### config.mk
export PLATFORM = sky130hd
export DESIGN_NAME = serial_addressed_phase_dimmer_flat
export DESIGN_NICKNAME = d
export VERILOG_FILES = /design/src/sv/sapd_pkg.sv /design/src/sv/sapd_if.sv /design/src/sv/sapd_front.sv /design/src/sv/sapd_queue.sv /design/src/sv/sapd_back.sv /design/src/sv/serial_addressed_phase_dimmer.sv /design/src/flat_wrapper.sv
export SDC_FILE = /design/constraint.sdc
export NUM_CORES = 1
export LEC_CHECK = 0
export BUFFER_PORTS_ARGS = -buffer_cell sky130_fd_sc_hd__buf_2
export CORE_ASPECT_RATIO = 0.6
export CORE_MARGIN = 5
export CORE_UTILIZATION = 35
export CTS_BUF_LIST = sky130_fd_sc_hd__clkbuf_8
export CTS_CLUSTER_DIAMETER = 50
export DETAILED_ROUTE_END_ITERATION = 12
export GPL_TIMING_DRIVEN = 0
export REMOVE_ABC_BUFFERS = 1
export SLEW_MARGIN = 20
export SYNTH_ARGS = -nofsm -noshare
export SYNTH_HDL_FRONTEND = slang
export SYNTH_HIERARCHICAL = 1
export SYNTH_SLANG_ARGS = --single-unit
export TNS_END_PERCENT = 1
### constraint.sdc
create_clock -name clock -period 9.9 [get_ports clock]
set_input_delay 1.98 -clock clock [delete_from_list [all_inputs] [get_ports clock]]
set_output_delay 1.98 -clock clock [all_outputs]
set_load 0.005 [all_outputs]
### src/sv/sapd_pkg.sv
`timescale 1ns / 1ps
`default_nettype none
// ----------------------------------------------------------------------------
// sapd_pkg
// Shared constants, request codes and types of the serial phase dimmer.
// ----------------------------------------------------------------------------
package sapd_pkg;

   localparam int PHASE_STEPS   = 30;
   localparam int CHANNEL_COUNT = 8;
   localparam int MAX_CHANNELS  = 8;
   localparam int CHAN_IDX_W    = 3;
   localparam int LEVEL_W       = 5;
   localparam int POS_W         = 5;
   localparam int COUNTER_W     = 16;
   localparam int BYTE_W        = 8;
   localparam int REQ_W         = 2;

   localparam logic [REQ_W-1:0] REQ_BYTE       = 2'd0;
   localparam logic [REQ_W-1:0] REQ_ZERO_CROSS = 2'd1;
   localparam logic [REQ_W-1:0] REQ_TICK       = 2'd2;
   localparam logic [REQ_W-1:0] REQ_UNUSED     = 2'd3;

   localparam logic [BYTE_W-1:0] SYNC_FIRST  = 8'd117;
   localparam logic [BYTE_W-1:0] SYNC_SECOND = 8'd65;
   localparam logic [BYTE_W-1:0] ALL_OFF     = 8'hFF;
   localparam logic [BYTE_W-1:0] RESET_ADDR  = 8'd8;

   // x / 17 as (x * 482) >> 13, exact for x up to 518
   localparam int RECIP       = 482;
   localparam int RECIP_SHIFT = 13;

   typedef struct packed {
      logic [REQ_W-1:0]   kind;
      logic [BYTE_W-1:0]  rx_byte;
      logic [LEVEL_W-1:0] level;
   } op_type;

   // round(b / 8.5) as (2*b + 8) / 17
   function automatic logic [LEVEL_W-1:0] level_of(input logic [BYTE_W-1:0] b);
      logic [9:0]  x;
      logic [18:0] p;
      x = {1'b0, b, 1'b0} + 10'd8;
      p = 19'(x) * 19'(RECIP);
      return p[RECIP_SHIFT +: LEVEL_W];
   endfunction

endpackage
`default_nettype wire

### src/sv/sapd_if.sv
`timescale 1ns / 1ps
`default_nettype none
// ----------------------------------------------------------------------------
// sapd_if
// Valid/ready channel interfaces for requests, responses and the CSR write.
// ----------------------------------------------------------------------------
interface sapd_req_if;
   logic       valid;
   logic       ready;
   logic [1:0] req_type;
   logic [7:0] rx_byte;
   modport source (output valid, output req_type, output rx_byte, input ready);
   modport sink   (input valid, input req_type, input rx_byte, output ready);
endinterface

interface sapd_rsp_if;
   logic       valid;
   logic       ready;
   logic [7:0] channel_drive;
   logic       echo_valid;
   logic [7:0] echo_byte;
   modport source (output valid, output channel_drive, output echo_valid,
                   output echo_byte, input ready);
   modport sink   (input valid, input channel_drive, input echo_valid,
                   input echo_byte, output ready);
endinterface

interface sapd_csr_if;
   logic       valid;
   logic       ready;
   logic [7:0] data;
   modport source (output valid, output data, input ready);
   modport sink   (input valid, input data, output ready);
endinterface
`default_nettype wire

### src/sv/sapd_front.sv
`timescale 1ns / 1ps
`default_nettype none
// ----------------------------------------------------------------------------
// sapd_front
// Accepts requests, decodes the kind and precomputes the channel level.
// ----------------------------------------------------------------------------
module sapd_front
   import sapd_pkg::*;
(
   input  wire logic               req_valid,
   output      logic               req_ready,
   input  wire logic [REQ_W-1:0]   req_type,
   input  wire logic [BYTE_W-1:0]  rx_byte,
   input  wire logic               q_full,
   output      logic               q_push,
   output      op_type             q_op
);

   always_comb begin
      req_ready = !q_full;
      q_push    = req_valid && !q_full;
      q_op.kind    = req_type;
      q_op.rx_byte = rx_byte;
      q_op.level   = level_of(rx_byte);
   end

endmodule
`default_nettype wire

### src/sv/sapd_queue.sv
`timescale 1ns / 1ps
`default_nettype none
// ----------------------------------------------------------------------------
// sapd_queue
// Two-entry queue of decoded requests between front and back.
// ----------------------------------------------------------------------------
module sapd_queue
   import sapd_pkg::*;
(
   input  wire logic   clock,
   input  wire logic   reset,
   input  wire logic   push,
   input  wire op_type push_op,
   output      logic   full,
   input  wire logic   pop,
   output      logic   empty,
   output      op_type pop_op
);

   op_type     entry_ff [2];
   logic       wr_ptr_ff, wr_ptr_in;
   logic       rd_ptr_ff, rd_ptr_in;
   logic [1:0] count_ff, count_in;

   always_comb begin
      full      = (count_ff == 2'd2);
      empty     = (count_ff == 2'd0);
      pop_op    = entry_ff[rd_ptr_ff];
      wr_ptr_in = wr_ptr_ff ^ push;
      rd_ptr_in = rd_ptr_ff ^ pop;
      count_in  = count_ff + {1'b0, push} - {1'b0, pop};
   end

   always_ff @(posedge clock) begin
      if (reset) begin
         wr_ptr_ff <= 1'b0;
         rd_ptr_ff <= 1'b0;
         count_ff  <= 2'd0;
      end else begin
         wr_ptr_ff <= wr_ptr_in;
         rd_ptr_ff <= rd_ptr_in;
         count_ff  <= count_in;
      end
   end

   always_ff @(posedge clock) begin
      if (push) begin
         entry_ff[wr_ptr_ff] <= push_op;
      end
   end

endmodule
`default_nettype wire

### src/sv/sapd_back.sv
`timescale 1ns / 1ps
`default_nettype none
// ----------------------------------------------------------------------------
// sapd_back
// Executes decoded requests: chain addressing, levels, phase drive, response.
// ----------------------------------------------------------------------------
module sapd_back
   import sapd_pkg::*;
(
   input  wire logic              clock,
   input  wire logic              reset,
   input  wire logic              csr_write,
   input  wire logic [BYTE_W-1:0] csr_data,
   input  wire logic              q_empty,
   input  wire op_type            q_op,
   output      logic              q_pop,
   output      logic              rsp_valid,
   input  wire logic              rsp_ready,
   output      logic [BYTE_W-1:0] channel_drive,
   output      logic              echo_valid,
   output      logic [BYTE_W-1:0] echo_byte
);

   logic [BYTE_W-1:0]    addr_ff;
   logic [LEVEL_W-1:0]   level_ff [MAX_CHANNELS];
   logic [LEVEL_W-1:0]   level_in [MAX_CHANNELS];
   logic [POS_W-1:0]     pos_ff, pos_in;
   logic [COUNTER_W-1:0] counter_ff, counter_in;
   logic [BYTE_W-1:0]    prev_ff, prev_in;
   logic [BYTE_W-1:0]    drive_ff, drive_in;
   logic                 out_valid_ff;
   logic                 echo_valid_ff, echo_valid_in;
   logic [BYTE_W-1:0]    echo_byte_ff, echo_byte_in;

   logic [COUNTER_W-1:0] chan;
   logic [BYTE_W-1:0]    tick_drive;

   always_comb begin
      q_pop = !q_empty && (!out_valid_ff || rsp_ready);
      chan  = counter_ff - {{(COUNTER_W-BYTE_W){1'b0}}, addr_ff};

      tick_drive = ALL_OFF;
      for (int c = 0; c < MAX_CHANNELS; c++) begin
         if (c < CHANNEL_COUNT &&
             ({1'b0, pos_ff} + {1'b0, level_ff[c]}) >= (POS_W+1)'(PHASE_STEPS)) begin
            tick_drive[c] = 1'b0;
         end
      end

      level_in      = level_ff;
      pos_in        = pos_ff;
      counter_in    = counter_ff;
      prev_in       = prev_ff;
      drive_in      = drive_ff;
      echo_valid_in = 1'b0;
      echo_byte_in  = '0;

      case (q_op.kind)
         REQ_BYTE: begin
            if (q_op.rx_byte == SYNC_SECOND && prev_ff == SYNC_FIRST) begin
               counter_in = '0;
            end else begin
               if (chan < COUNTER_W'(CHANNEL_COUNT)) begin
                  level_in[chan[CHAN_IDX_W-1:0]] = q_op.level;
               end
               counter_in = counter_ff + 1'b1;
            end
            prev_in       = q_op.rx_byte;
            echo_valid_in = 1'b1;
            echo_byte_in  = q_op.rx_byte;
         end
         REQ_ZERO_CROSS: begin
            drive_in = ALL_OFF;
            pos_in   = '0;
         end
         REQ_TICK: begin
            if (pos_ff < POS_W'(PHASE_STEPS)) begin
               drive_in = tick_drive;
               pos_in   = pos_ff + 1'b1;
            end else begin
               drive_in = ALL_OFF;
            end
         end
         default: begin
         end
      endcase
   end

   always_ff @(posedge clock) begin
      if (reset) begin
         addr_ff       <= RESET_ADDR;
         pos_ff        <= '0;
         counter_ff    <= '0;
         prev_ff       <= '0;
         drive_ff      <= ALL_OFF;
         out_valid_ff  <= 1'b0;
         for (int c = 0; c < MAX_CHANNELS; c++) begin
            level_ff[c] <= '0;
         end
      end else begin
         if (csr_write) begin
            addr_ff <= csr_data;
         end
         if (q_pop) begin
            pos_ff     <= pos_in;
            counter_ff <= counter_in;
            prev_ff    <= prev_in;
            drive_ff   <= drive_in;
            level_ff   <= level_in;
         end
         if (q_pop) begin
            out_valid_ff <= 1'b1;
         end else if (rsp_ready) begin
            out_valid_ff <= 1'b0;
         end
      end
   end

   always_ff @(posedge clock) begin
      if (q_pop) begin
         echo_valid_ff <= echo_valid_in;
         echo_byte_ff  <= echo_byte_in;
      end
   end

   assign rsp_valid     = out_valid_ff;
   assign channel_drive = drive_ff;
   assign echo_valid    = echo_valid_ff;
   assign echo_byte     = echo_byte_ff;

endmodule
`default_nettype wire

### src/sv/serial_addressed_phase_dimmer.sv
`timescale 1ns / 1ps
`default_nettype none
// ----------------------------------------------------------------------------
// serial_addressed_phase_dimmer
// Eight-channel phase-angle dimmer driven by a daisy-chained serial stream.
//
//   port      dir   carries
//   req_chan  in    request: req_type, rx_byte
//   rsp_chan  out   response: channel_drive, echo_valid, echo_byte
//   csr_chan  in    device_address write
//
// One request per cycle sustained while the response is not stalled; each
// request passes a queue entry, then the back-end output register.
// Throughput is set by the single back-end execute stage.
// Reset clears levels, phase, chain counter and queue; address returns to 8.
// A stalled response holds the back end; the queue keeps taking requests
// until both entries fill.
// ----------------------------------------------------------------------------
module serial_addressed_phase_dimmer
   import sapd_pkg::*;
(
   input  wire logic  clock,
   input  wire logic  reset,
   sapd_req_if.sink   req_chan,
   sapd_rsp_if.source rsp_chan,
   sapd_csr_if.sink   csr_chan
);

   logic   q_push, q_pop, q_full, q_empty;
   op_type push_op, pop_op;

   assign csr_chan.ready = 1'b1;

   sapd_front u_front (
      .req_valid (req_chan.valid),
      .req_ready (req_chan.ready),
      .req_type  (req_chan.req_type),
      .rx_byte   (req_chan.rx_byte),
      .q_full    (q_full),
      .q_push    (q_push),
      .q_op      (push_op)
   );

   sapd_queue u_queue (
      .clock   (clock),
      .reset   (reset),
      .push    (q_push),
      .push_op (push_op),
      .full    (q_full),
      .pop     (q_pop),
      .empty   (q_empty),
      .pop_op  (pop_op)
   );

   sapd_back u_back (
      .clock         (clock),
      .reset         (reset),
      .csr_write     (csr_chan.valid && csr_chan.ready),
      .csr_data      (csr_chan.data),
      .q_empty       (q_empty),
      .q_op          (pop_op),
      .q_pop         (q_pop),
      .rsp_valid     (rsp_chan.valid),
      .rsp_ready     (rsp_chan.ready),
      .channel_drive (rsp_chan.channel_drive),
      .echo_valid    (rsp_chan.echo_valid),
      .echo_byte     (rsp_chan.echo_byte)
   );

   a_queue_sane: assert property (@(posedge clock) disable iff (reset)
      !(q_full && q_empty))
      else $error("queue full and empty at once");

   a_push_fills: assert property (@(posedge clock) disable iff (reset)
      q_push |=> !q_empty)
      else $error("queue empty after accepted request");

   a_pop_nonempty: assert property (@(posedge clock) disable iff (reset)
      q_pop |-> !q_empty)
      else $error("pop from empty queue");

   a_echo_clean: assert property (@(posedge clock) disable iff (reset)
      rsp_chan.valid && !rsp_chan.echo_valid |-> rsp_chan.echo_byte == '0)
      else $error("echo byte set without echo valid");

endmodule
`default_nettype wire

### src/flat_wrapper.sv
// flat-port wrapper written by rule: the top's interface ports become plain ports
module serial_addressed_phase_dimmer_flat import sapd_pkg::*;
  (clock, reset, req_chan_valid, req_chan_req_type, req_chan_rx_byte, req_chan_ready, rsp_chan_valid, rsp_chan_channel_drive, rsp_chan_echo_valid, rsp_chan_echo_byte, rsp_chan_ready, csr_chan_valid, csr_chan_data, csr_chan_ready);
  sapd_req_if req_chan_i ();
  sapd_rsp_if rsp_chan_i ();
  sapd_csr_if csr_chan_i ();
  input  wire logic clock;
  input  wire logic reset;
  input wire logic [$bits(req_chan_i.valid)-1:0] req_chan_valid;
  input wire logic [$bits(req_chan_i.req_type)-1:0] req_chan_req_type;
  input wire logic [$bits(req_chan_i.rx_byte)-1:0] req_chan_rx_byte;
  output wire logic [$bits(req_chan_i.ready)-1:0] req_chan_ready;
  output wire logic [$bits(rsp_chan_i.valid)-1:0] rsp_chan_valid;
  output wire logic [$bits(rsp_chan_i.channel_drive)-1:0] rsp_chan_channel_drive;
  output wire logic [$bits(rsp_chan_i.echo_valid)-1:0] rsp_chan_echo_valid;
  output wire logic [$bits(rsp_chan_i.echo_byte)-1:0] rsp_chan_echo_byte;
  input wire logic [$bits(rsp_chan_i.ready)-1:0] rsp_chan_ready;
  input wire logic [$bits(csr_chan_i.valid)-1:0] csr_chan_valid;
  input wire logic [$bits(csr_chan_i.data)-1:0] csr_chan_data;
  output wire logic [$bits(csr_chan_i.ready)-1:0] csr_chan_ready;
  assign req_chan_i.valid = req_chan_valid;
  assign req_chan_i.req_type = req_chan_req_type;
  assign req_chan_i.rx_byte = req_chan_rx_byte;
  assign req_chan_ready = req_chan_i.ready;
  assign rsp_chan_valid = rsp_chan_i.valid;
  assign rsp_chan_channel_drive = rsp_chan_i.channel_drive;
  assign rsp_chan_echo_valid = rsp_chan_i.echo_valid;
  assign rsp_chan_echo_byte = rsp_chan_i.echo_byte;
  assign rsp_chan_i.ready = rsp_chan_ready;
  assign csr_chan_i.valid = csr_chan_valid;
  assign csr_chan_i.data = csr_chan_data;
  assign csr_chan_ready = csr_chan_i.ready;
  serial_addressed_phase_dimmer u_core (.clock(clock), .reset(reset), .req_chan(req_chan_i), .rsp_chan(rsp_chan_i), .csr_chan(csr_chan_i));
endmodule
==> results of run 1 <==
cells in the mapped netlist, types with 4 or more instances:
cell      instances
edfxtp_1         39
a21oi_1          52
dfxtp_1          90
buf_4            11
xnor2_1          18
a21o_1           21
nand2_1          98
o31a_1            5
mux2_4            9
mux2i_1          49
nor3_1           17
ha_1             89
o22ai_1           6
inv_1            40
a22oi_1           4
o21bai_1          6
nand3_1           8
a31oi_1           7
fa_1             17
nor2_1           59
and4_1            4
nand4_1          15
clkbuf_1         30
a41oi_1           4
xor2_1           22
or2_2             4
nand3b_1          6
and3_1           10
o21ai_0          33
nor2b_1          12
mux2_2            8
and2_1           16
cells in the final DEF, fill, tap and decap left out, types with 17 or more instances in the layout:
cell type | netlist | final
xor2_1 | 22 | 22
nand2_1 | 98 | 98
inv_1 | 40 | 39
nor2_1 | 59 | 59
dfxtp_1 | 90 | 89
fa_1 | 17 | 17
buf_2 | 1 | 41
o21ai_0 | 33 | 33
edfxtp_1 | 39 | 39
xnor2_1 | 18 | 18
a21oi_1 | 52 | 52
ha_1 | 89 | 89
nor3_1 | 17 | 17
mux2i_1 | 49 | 49
a21o_1 | 21 | 21
clkbuf_8 | 0 | 17
flip-flops by register name, indices dropped and copies added (netlist names):
name                         cells
u_core/u_queue/wr_ptr_ff         1
u_core/u_back/counter_ff        16
u_core/u_back/pos_ff             5
u_core/u_back/prev_ff            8
u_core/u_back/echo_valid         1
u_core/u_queue/count_ff          2
u_core/u_back/channel_drive      8
u_core/u_queue/rd_ptr_ff         1
u_core/u_back/addr_ff            8
u_core/u_queue/entry_ff         30
u_core/u_back/level_ff          40
u_core/u_back/rsp_valid          1
u_core/u_back/echo_byte          8
power groups by stage:
stage | Sequential (uW) | Clock, uW | Combinational [uW]
2_1_floorplan | 678 | 0 | 377
3_3_place_gp | 685 | 0 | 520
3_5_place_dp | 688 | 0 | 530
4_1_cts | 676 | 460 | 532
5_1_grt | 682 | 485 | 602
6_report | 674 | 446 | 524
worst max-delay path: stages:
cell      delay, ns
buf_2          0.21
nand3_1        0.19
xor2_1         0.60
xnor2_1        0.21
xnor2_1        0.19
fa_1           0.52
inv_1          0.04
ha_1           0.28
ha_1           0.29
ha_1           0.32
a21oi_1        0.18
o22ai_1        0.11
a211oi_2       0.42
nor2_1         0.09
a211oi_1       0.29
area by class of cell:
cell class	instances	area share (%)
clock buffer	17	2.53
inverter	40	1.62
sequential	129	32.1
tap	322	4.35
timing repair buffer	42	2.43
multi-input combinational	665	55.4
clock inverter	15	1.57
per-layer routing:
layer	global-route usage, %	vias up
met5	0	-
met4	2.74	0
met3	3.29	11
met2	20.1	103
met1	20.8	2933
li1	-	3160
kinds of logic after synthesis:
group                    count (synthesis)
AND/OR/NAND/NOR                        276
AO/OA/AOI/OAI                          169
flip-flops                             129
adder cells (fa/ha/maj)                107
buffers and inverters                   84
multiplexers                            66
XOR/XNOR                                46
other                                    1
how the worst max path moves through the flow:
stage	start	endpoint	depth (start not counted)
after floorplan	req_chan_rx_byte[2]	u_core/u_queue/entry_ff[0][4]	15
after global placement	req_chan_rx_byte[2]	u_core/u_queue/entry_ff[0][4]	15
after detailed placement	req_chan_rx_byte[2]	u_core/u_queue/entry_ff[0][4]	15
after CTS	req_chan_rx_byte[2]	u_core/u_queue/entry_ff[0][4]	15
after global routing	req_chan_rx_byte[2]	u_core/u_queue/entry_ff[0][4]	15
final	req_chan_rx_byte[2]	u_core/u_queue/entry_ff[0][4]	15
through the flow:
| step | hold slack, ns | setup WS, ns | utilization, % | cells | area, um2 |
|---|---|---|---|---|---|
| after global placement | 0.439 | 3.73 | 36.9 | 1197 | 8850 |
| after global routing | 0.477 | 3.73 | 38.6 | 1230 | 9260 |
| after CTS | 0.457 | 4.20 | 38.5 | 1230 | 9250 |
| after detailed placement | 0.446 | 3.73 | 37.0 | 1198 | 8870 |
| final | 0.455 | 4.20 | 38.6 | 1230 | 9260 |
| after floorplan | 0.425 | 4.33 | - | 834 | 8240 |
==> flow_metrics.py, run 1 <==
metrics = {
    "yosys": {
        "async_flop_share_pct": 0,
        "synth-xor-area-share_pct": 5.43,
        "yosys_most_used_dff": "dfxtp_1",
        "yosys.area.top_type_share_pct": 21.3,
        "ys_seq_elements": 129,
        "synthAdderAreaFrac_pct": 17.3,
        "synth_top_family_by_area": "adder cells",
        "synth_edf_count": 39,
        "syn_area_um2": 8470,
        "yosysTopAreaCell": "dfxtp_1",
        "yosysWarnings": 6,
        "synth.area.top_cells": "dfxtp_1 21%, edfxtp_1 14%, ha_1 13%, mux2i_1 5.8%, nand2_1 4.3%",
        "ys_types": 75,
        "synthSimpleGateAreaFrac_pct": 16.1,
        "ys_seq_area_share_pct": 35.1,
        "postSynthAreaPerCell_um2": 9.65,
        "synthCells": 878,
        "yosys-mux-area-fraction_pct": 8.45,
        "synth_compound_area_share_pct": 13.1,
    },
    "detailed_routing": {
        "route.met2.wl_um": 7490,
        "vias_per_cell": 5.05,
        "drcViolationCount": 0,
        "vias": 6207,
        "wire_per_inst_um": 15.0,
        "wl_met3_um": 819,
        "antenna_left": 0,
        "maxUsedRoutingLayer": "met4",
        "drt_iter0_drc": 359,
        "dr.pass1.iters": 5,
        "postRouteWirelength_um": 18400,
        "wl_met1_um": 9940,
    },
    "timing": {
        "min_period_over_period_pct": 57.5,
        "worst_pin_slew_ns": 0.937,
        "slew_headroom_pct": 37.4,
        "fin_tns_setup_ns": 0,
        "grt_setup_unrepaired": "false",
        "final_max_slew_viol_count": 0,
        "hold_viol": 0,
        "setup_viol": 0,
        "max_freq_ghz": 0.176,
        "min_period_ns": 5.70,
        "skew_ns": 0.0150,
    },
    "clock_tree": {
        "clockRootBuffer": "clkbuf_8",
        "cts_hold_buffers": 0,
        "clk_latency_ns": 0.45,
        "clk_path_buf_depth": 2,
        "cts.sinks": 129,
        "cts_setup_buffers": 0,
        "cts_tree": "done",
        "path_clk_slew_ns": 0.08,
        "ctsResizeCount": 0,
        "htree_levels": 4,
        "numCtsBuffers": 17,
    },
    "placement": {
        "numPortBuffers": 41,
        "gp_congestion": 0.798,
        "dp_hpwl_um": 13200,
    },
    "floorplanning": {
        "core.rowCount": 44,
        "die_h_um": 131,
        "die_x_um": 211,
        "pin_count": 43,
        "fp.dieArea_um2": 27500,
        "core_um2": 24000,
        "initial_core_util_pct": 35.3,
    },
    "critical_path": {
        "rr_endpoint": "u_core/u_back/level_ff[35]",
        "critPathCaptureType": "flip-flop",
        "arrival_ns": 5.94,
        "rr_worst_depth": 9,
        "crit_required_ns": 10.14,
        "crit_fanout": 10,
        "timing.rr.start": "u_core/u_queue/rd_ptr_ff",
        "worstSetupStartpointType": "input pin",
        "r2r_slack_ns": 4.73,
        "criticalPathCategory": "in2reg",
    },
    "grt": {
        "grt_pass1_vias": 5901,
        "grt_max_degree": 40,
        "grt-ovfl-total": 0,
        "gr-usage-all-layers_pct": 13.8,
        "grt_pass1_wl_um": 30500,
        "antenna_found_initial": 0,
    },
    "pwr": {
        "p_per_area_nw_per_um2": 178,
        "p_switching_uw": 582,
        "power_frac_seq_pct": 41.0,
        "pwr-share-clk_pct": 27.1,
        "fin_total_pwr_uw": 1640,
        "leakagePower_uw": 0.00428,
        "vdd_drop_max_uv": 90.9,
        "power_frac_comb_pct": 31.9,
        "p_int_uw": 1060,
        "p_sw_share_pct": 35.4,
    },
    "hold_path": {
        "hold_end": "u_core/u_back/prev_ff[6]",
        "hold_path.class": "reg2reg",
        "min_delay_path_depth": 2,
        "min-delay-start": "u_core/u_back/prev_ff[6]",
    },
    "layout": {
        "n_fill_cell": 2401,
        "multi_input_area_um2": 5130,
        "area_growth_pct": 9.24,
        "n_antenna_cell": 0,
        "final_nets": 1024,
        "seq_area_um2": 2970,
        "drive_gt1_share_pct": 12.2,
    },
    "outcome": {
        "status": "finished clean",
    },
    "run": {
        "drv_cap": 0,
    },
}
(Power assumes the default switching activity.)
==> inputs of run 2 (changes only) <==
==> constraint.sdc (replaced) <==
create_clock -name clock -period 4.9 [get_ports clock]
set_input_delay 0.98 -clock clock [delete_from_list [all_inputs] [get_ports clock]]
set_output_delay 0.98 -clock clock [all_outputs]
set_load 0.005 [all_outputs]
==> run 2 against run 1 <==
  * Core utilization increased by 0.14 points
  * Non-clock buffer count unchanged
  * Highest routed layer unchanged
  * Worst hold slack got worse by 0.00098 ns
  * Critical path depth increased by 1
  * Flip-flop and latch count unchanged
  * Routed wire length increased by 0.18%
  * Clock skew decreased by 0.0019 ns
  * Clock power increased by 100%
  * Final cell count unchanged
  * Count of clock-buffer cells in the layout unchanged
==> flow_metrics.py, run 2 (synthesis results as in run 1) <==
metrics = {
    "layout": {
        "n_antenna_cell": 0,
        "multi_input_area_um2": 5160,
        "final_common_cell": "nand2_1",
        "fin_util_pct": 38.7,
        "largest_reg_flops": 40,
        "layout.cells.most_common_list": "98 x nand2_1, 89 x ha_1, 88 x dfxtp_1",
        "largest-register": "u_core/u_back/level_ff",
        "area_growth_pct": 9.64,
        "final_nets": 1024,
        "drive_gt1_share_pct": 12.7,
        "n_fill_cell": 2399,
        "design_area_um2": 9290,
        "seq_area_um2": 2980,
        "stdcell_count": 1230,
        "largestRegisters": "u_core/u_back/level_ff x40, u_core/u_queue/entry_ff x30, u_core/u_back/counter_ff x16",
    },
    "critical_path": {
        "cp_slowest_cell": "fa_1",
        "max_stage_delay_ns": 0.53,
        "worstSetupStartpointType": "input pin",
        "crit_family": "adder cells",
        "r2r_slack_ns": 0.37,
        "arrival_ns": 4.84,
        "criticalPathCategory": "in2reg",
        "path_buf_inv": 3,
        "rr_worst_depth": 9,
        "crit_path_frequent_cell": "ha_1",
        "crit_required_ns": 5.09,
        "critPathCaptureType": "flip-flop",
        "timing.rr.start": "u_core/u_queue/rd_ptr_ff",
        "crit_fanout": 10,
        "rr_endpoint": "u_core/u_back/level_ff[35]",
        "crit_path_cell_trace": "buf_2 > ha_1 > and3_1 > xnor2_2 > inv_1 > xnor2_2 > xor2_1 > fa_1 > inv_1 > ha_1 > ha_1 > ha_1 > or2_2 > o221a_2 > o41ai_1 > a211oi_2",
    },
    "detailed_routing": {
        "drt_iter0_drc": 355,
        "dr.pass1.iters": 5,
        "drcViolationCount": 0,
        "wire_per_inst_um": 15.0,
        "vias_per_cell": 5.04,
        "antenna_left": 0,
        "postRouteWirelength_um": 18400,
        "vias": 6201,
    },
    "grt": {
        "grt_use_met1_pct": 20.8,
        "grt_pass1_vias": 5901,
        "grt-ovfl-total": 0,
        "grt_use_met3_pct": 3.29,
        "antenna_found_initial": 0,
        "gr-usage-all-layers_pct": 13.8,
        "grt.busiest_layer": "met1",
        "grt_max_degree": 40,
        "grt_util_met2_pct": 20.1,
        "grt_pass1_wl_um": 30500,
    },
    "placement": {
        "dp_hpwl_um": 13200,
        "gp_congestion": 0.798,
        "placed_cell_area_um2": 8870,
        "pre_cts_slack_ns": -0.273,
        "numPortBuffers": 41,
        "dp.cells": 1198,
    },
    "timing": {
        "final_max_slew_viol_count": 0,
        "slew_headroom_pct": 47.5,
        "skew_ns": 0.0131,
        "setup_viol": 0,
        "fin_ws_ns": 0.253,
        "min_period_over_period_pct": 94.8,
        "grt_setup_unrepaired": "false",
        "hold_viol": 0,
        "min_period_ns": 4.65,
        "worst_pin_slew_ns": 0.783,
        "fin_hold_ws_ns": 0.454,
        "max_freq_ghz": 0.215,
    },
    "floorplanning": {
        "core.rowCount": 44,
        "die_h_um": 131,
        "die_x_um": 211,
        "fp.dieArea_um2": 27500,
        "initial_core_util_pct": 35.3,
        "core_um2": 24000,
        "pin_count": 43,
    },
    "hold_path": {
        "hold_end": "u_core/u_back/prev_ff[6]",
        "min_delay_path_depth": 2,
        "hold_path.class": "reg2reg",
        "min-delay-start": "u_core/u_back/prev_ff[6]",
    },
    "run": {
        "drv_cap": 0,
    },
    "pwr": {
        "p_per_area_nw_per_um2": 359,
        "vdd_drop_max_uv": 186,
        "leakagePower_uw": 0.00429,
    },
    "clock_tree": {
        "clockRootBuffer": "clkbuf_8",
        "cts_tree": "done",
        "path_clk_slew_ns": 0.08,
        "cts.sinks": 129,
        "clk_latency_ns": 0.46,
        "numCtsBuffers": 17,
        "htree_levels": 4,
        "cts_hold_buffers": 0,
        "clk_path_buf_depth": 2,
    },
    "outcome": {
        "status": "finished clean",
    },
}
-- run 2: area by class of cell --
cell class                      instances  share of cell area [%]
Tap cell                              322                    4.34
Timing Repair Buffer                   42                    2.42
Multi-Input combinational cell        665                    55.5
Clock buffer                           17                    2.52
Inverter                               40                    1.62
Clock inverter                         15                    1.56
Sequential cell                       129                    32.0
-- run 2: repair_timing --
action | in CTS | in global routing
pin swaps | 0 | 0
resized for setup | 1 | 5
buffers inserted | 0 | 0
setup endpoints to repair | 40 | 48
-- run 2: worst register-to-register path, stage by stage, from the launching register on --
cell and delay (ns):
dfxtp_2 0.66, mux2_2 0.41, inv_1 0.09, ha_1 0.38, and3_2 0.51, nand2b_1 0.38
or4_1 0.66, a2111oi_4 0.48, nand4_1 0.58, mux2i_1 0.32
-- run 2: stage by stage --
| step | TNS, ns | total power [uW] |
|---|---|---|
| finish | 0 | 3340 |
| global route | 0 | 3590 |
| CTS | 0 | 3370 |
| detailed placement | -4.21 | 2460 |
| global placement | -3.00 | 2430 |
| floorplan | 0 | 2130 |
-- run 2: per-layer routing --
layer  vias to the layer above  share of wire, %  wire length [um]
met5                         -                 0                 0
met4                         0              0.96               178
met3                        17               4.0               731
met2                       101                41              7530
met1                      2927                54             10000
li1                       3156                 -                 -
-- run 2: power by group --
part | switching [uW] | total (uW) | internal (uW) | leakage [uW]
Combinational | 622 | 1070 | 451 | 0.00300
Clock | 486 | 900 | 414 | 0.000192
Sequential | 74.2 | 1360 | 1290 | 0.00110
-- run 2: how the worst max path moves through the flow --
stage	from	end	slack, ns	depth (start not counted)
2_1_floorplan	req_chan_rx_byte[2]	u_core/u_queue/entry_ff[0][4]	0.33	15
3_3_place_gp	req_chan_rx_byte[2]	u_core/u_queue/entry_ff[0][4]	-0.27	15
3_5_place_dp	req_chan_rx_byte[2]	u_core/u_queue/entry_ff[0][4]	-0.27	15
4_1_cts	u_core/u_queue/rd_ptr_ff	u_core/u_back/level_ff[35]	0.11	9
5_1_grt	req_chan_rx_byte[2]	u_core/u_queue/entry_ff[0][4]	0.06	16
6_report	req_chan_rx_byte[2]	u_core/u_queue/entry_ff[0][4]	0.25	16
==> inputs of run 3 (changes only) <==
==> constraint.sdc (replaced) <==
create_clock -name clock -period 5.12 [get_ports clock]
set_input_delay 1.024 -clock clock [delete_from_list [all_inputs] [get_ports clock]]
set_output_delay 1.024 -clock clock [all_outputs]
set_load 0.02 [all_outputs]
==> run 3 against run 2 <==
  * Clock power decreased by 4.3%
  * Final area decreased by 0.13%
  * Non-clock buffer count unchanged
  * Count of clock-buffer cells in the layout unchanged
  * Core utilization decreased by 0.052 points
  * Critical endpoint unchanged
==> flow_metrics.py, run 3 (synthesis results as in run 1) <==
metrics = {
    "pwr": {
        "p_int_uw": 2060,
        "pwr-share-clk_pct": 26.7,
        "p_sw_share_pct": 36.2,
        "p_per_area_nw_per_um2": 347,
        "fin_total_pwr_uw": 3220,
        "leakagePower_uw": 0.00428,
        "p_switching_uw": 1170,
        "power_frac_comb_pct": 32.8,
        "vdd_drop_max_uv": 176,
        "power_frac_seq_pct": 40.5,
    },
    "critical_path": {
        "critPathCaptureType": "flip-flop",
        "crit_fanout": 10,
        "max_stage_delay_ns": 0.53,
        "crit_path_cell_trace": "buf_2 > ha_1 > and3_1 > xnor2_2 > inv_1 > xnor2_2 > xor2_1 > fa_1 > inv_1 > ha_1 > ha_1 > ha_1 > or2_2 > o221a_2 > o41ai_1 > a211oi_1",
        "rr_endpoint": "u_core/u_back/level_ff[35]",
        "r2r_slack_ns": 0.57,
        "timing.rr.start": "u_core/u_queue/rd_ptr_ff",
        "crit_path_frequent_cell": "ha_1",
        "rr_worst_depth": 9,
        "cp_slowest_cell": "fa_1",
        "worstSetupStartpointType": "input pin",
        "arrival_ns": 4.83,
        "crit_required_ns": 5.29,
        "criticalPathCategory": "in2reg",
    },
    "clock_tree": {
        "cts.sinks": 129,
        "numCtsBuffers": 17,
        "cts_tree": "done",
        "clk_path_buf_depth": 2,
        "clk_latency_ns": 0.45,
        "htree_levels": 4,
        "cts_setup_buffers": 0,
        "path_clk_slew_ns": 0.08,
        "clockRootBuffer": "clkbuf_8",
    },
    "grt": {
        "grt_max_degree": 40,
        "grt_pass1_vias": 5901,
        "grt-ovfl-total": 0,
        "grt_pass1_wl_um": 30500,
        "gr-usage-all-layers_pct": 13.8,
        "antenna_found_initial": 0,
    },
    "layout": {
        "largest_reg_flops": 40,
        "n_antenna_cell": 0,
        "area_growth_pct": 9.49,
        "final_common_cell": "nand2_1",
        "layout.cells.most_common_list": "98 x nand2_1, 89 x ha_1, 88 x dfxtp_1",
        "drive_gt1_share_pct": 12.6,
        "largestRegisters": "u_core/u_back/level_ff x40, u_core/u_queue/entry_ff x30, u_core/u_back/counter_ff x16",
        "largest-register": "u_core/u_back/level_ff",
        "design_area_um2": 9280,
        "final_nets": 1024,
        "n_fill_cell": 2401,
    },
    "floorplanning": {
        "core_um2": 24000,
        "initial_core_util_pct": 35.3,
        "fp.dieArea_um2": 27500,
        "core.rowCount": 44,
        "die_x_um": 211,
        "die_h_um": 131,
        "pin_count": 43,
    },
    "timing": {
        "worst_pin_slew_ns": 0.787,
        "setup_viol": 0,
        "min_period_over_period_pct": 90.9,
        "skew_ns": 0.0126,
        "fin_ws_ns": 0.466,
        "max_freq_ghz": 0.215,
        "slew_headroom_pct": 47.2,
        "grt_setup_unrepaired": "false",
        "hold_viol": 0,
        "min_period_ns": 4.65,
        "final_max_slew_viol_count": 0,
    },
    "detailed_routing": {
        "vias_per_cell": 5.04,
        "dr.pass1.iters": 4,
        "antenna_left": 0,
        "postRouteWirelength_um": 18400,
        "drt_iter0_drc": 368,
        "drcViolationCount": 0,
        "vias": 6205,
        "wire_per_inst_um": 15.0,
    },
    "run": {
        "drv_cap": 0,
    },
    "placement": {
        "numPortBuffers": 41,
        "placed_cell_area_um2": 8870,
        "pre_cts_slack_ns": -0.0972,
        "dp_hpwl_um": 13200,
        "gp_congestion": 0.798,
    },
    "outcome": {
        "status": "finished clean",
    },
    "hold_path": {
        "hold_end": "u_core/u_back/prev_ff[6]",
        "min_delay_path_depth": 2,
        "min-delay-start": "u_core/u_back/prev_ff[6]",
        "hold_path.class": "reg2reg",
    },
}
run 3: per-layer routing:
metal	global-route usage, %	share of wire, %	vias up
met3	3.29	4.3	13
met4	2.74	0.89	0
met5	0	0	-
met2	20.1	41	109
met1	20.8	54	2925
li1	-	-	3158
run 3: worst max-delay path by stage:
| stage | start | end | slack [ns] | depth (start not counted) |
|---|---|---|---|---|
| global placement | req_chan_rx_byte[2] | u_core/u_queue/entry_ff[0][4] | -0.1 | 15 |
| floorplan | req_chan_rx_byte[2] | u_core/u_queue/entry_ff[0][4] | 0.51 | 15 |
| detailed placement | req_chan_rx_byte[2] | u_core/u_queue/entry_ff[0][4] | -0.1 | 15 |
| CTS | u_core/u_queue/rd_ptr_ff | u_core/u_back/level_ff[35] | 0.02 | 9 |
| global route | req_chan_rx_byte[2] | u_core/u_queue/entry_ff[0][4] | 0.08 | 16 |
| finish | req_chan_rx_byte[2] | u_core/u_queue/entry_ff[0][4] | 0.47 | 16 |
run 3: critical path, delay by kind of cell:
family | cells | cell delay [ns]
adder cells (fa/ha/maj) | 5 | 1.56
XOR/XNOR | 3 | 0.63
AO/OA/AOI/OAI | 3 | 0.62
AND/OR/NAND/NOR | 2 | 0.56
buffers and inverters | 3 | 0.42
run 3: cell type report:
cell class	count	area [um2]	share of cell area, %
clock inverters	15	145	1.56
well taps	322	403	4.34
inverters	40	150	1.62
clock buffers	17	234	2.52
repair buffers	42	225	2.43
flip-flops and latches	129	2980	32.1
multi-input cells	665	5150	55.5
run 3: power groups by stage:
stage               Sequential [uW]  Clock, uW  Combinational (uW)
CTS                            1310        889                1070
floorplan                      1350          0                 732
global placement               1330          0                1050
finish                         1300        861                1060
detailed placement             1330          0                1070
global route                   1320        939                1210
run 3: what timing repair did:
item,CTS,global route
gates resized for setup,0,4
hold buffers,0,0
endpoints found under the setup margin,0,44
run 3: metrics by stage:
stage | util, % | hold WS (ns) | instances | setup TNS [ns]
CTS | 38.5 | 0.457 | 1230 | 0
floorplan | - | 0.425 | 834 | 0
global placement | 36.9 | 0.439 | 1197 | -0.529
detailed placement | 37.0 | 0.446 | 1198 | -0.515
finish | 38.7 | 0.453 | 1230 | 0
global route | 38.7 | 0.477 | 1230 | 0
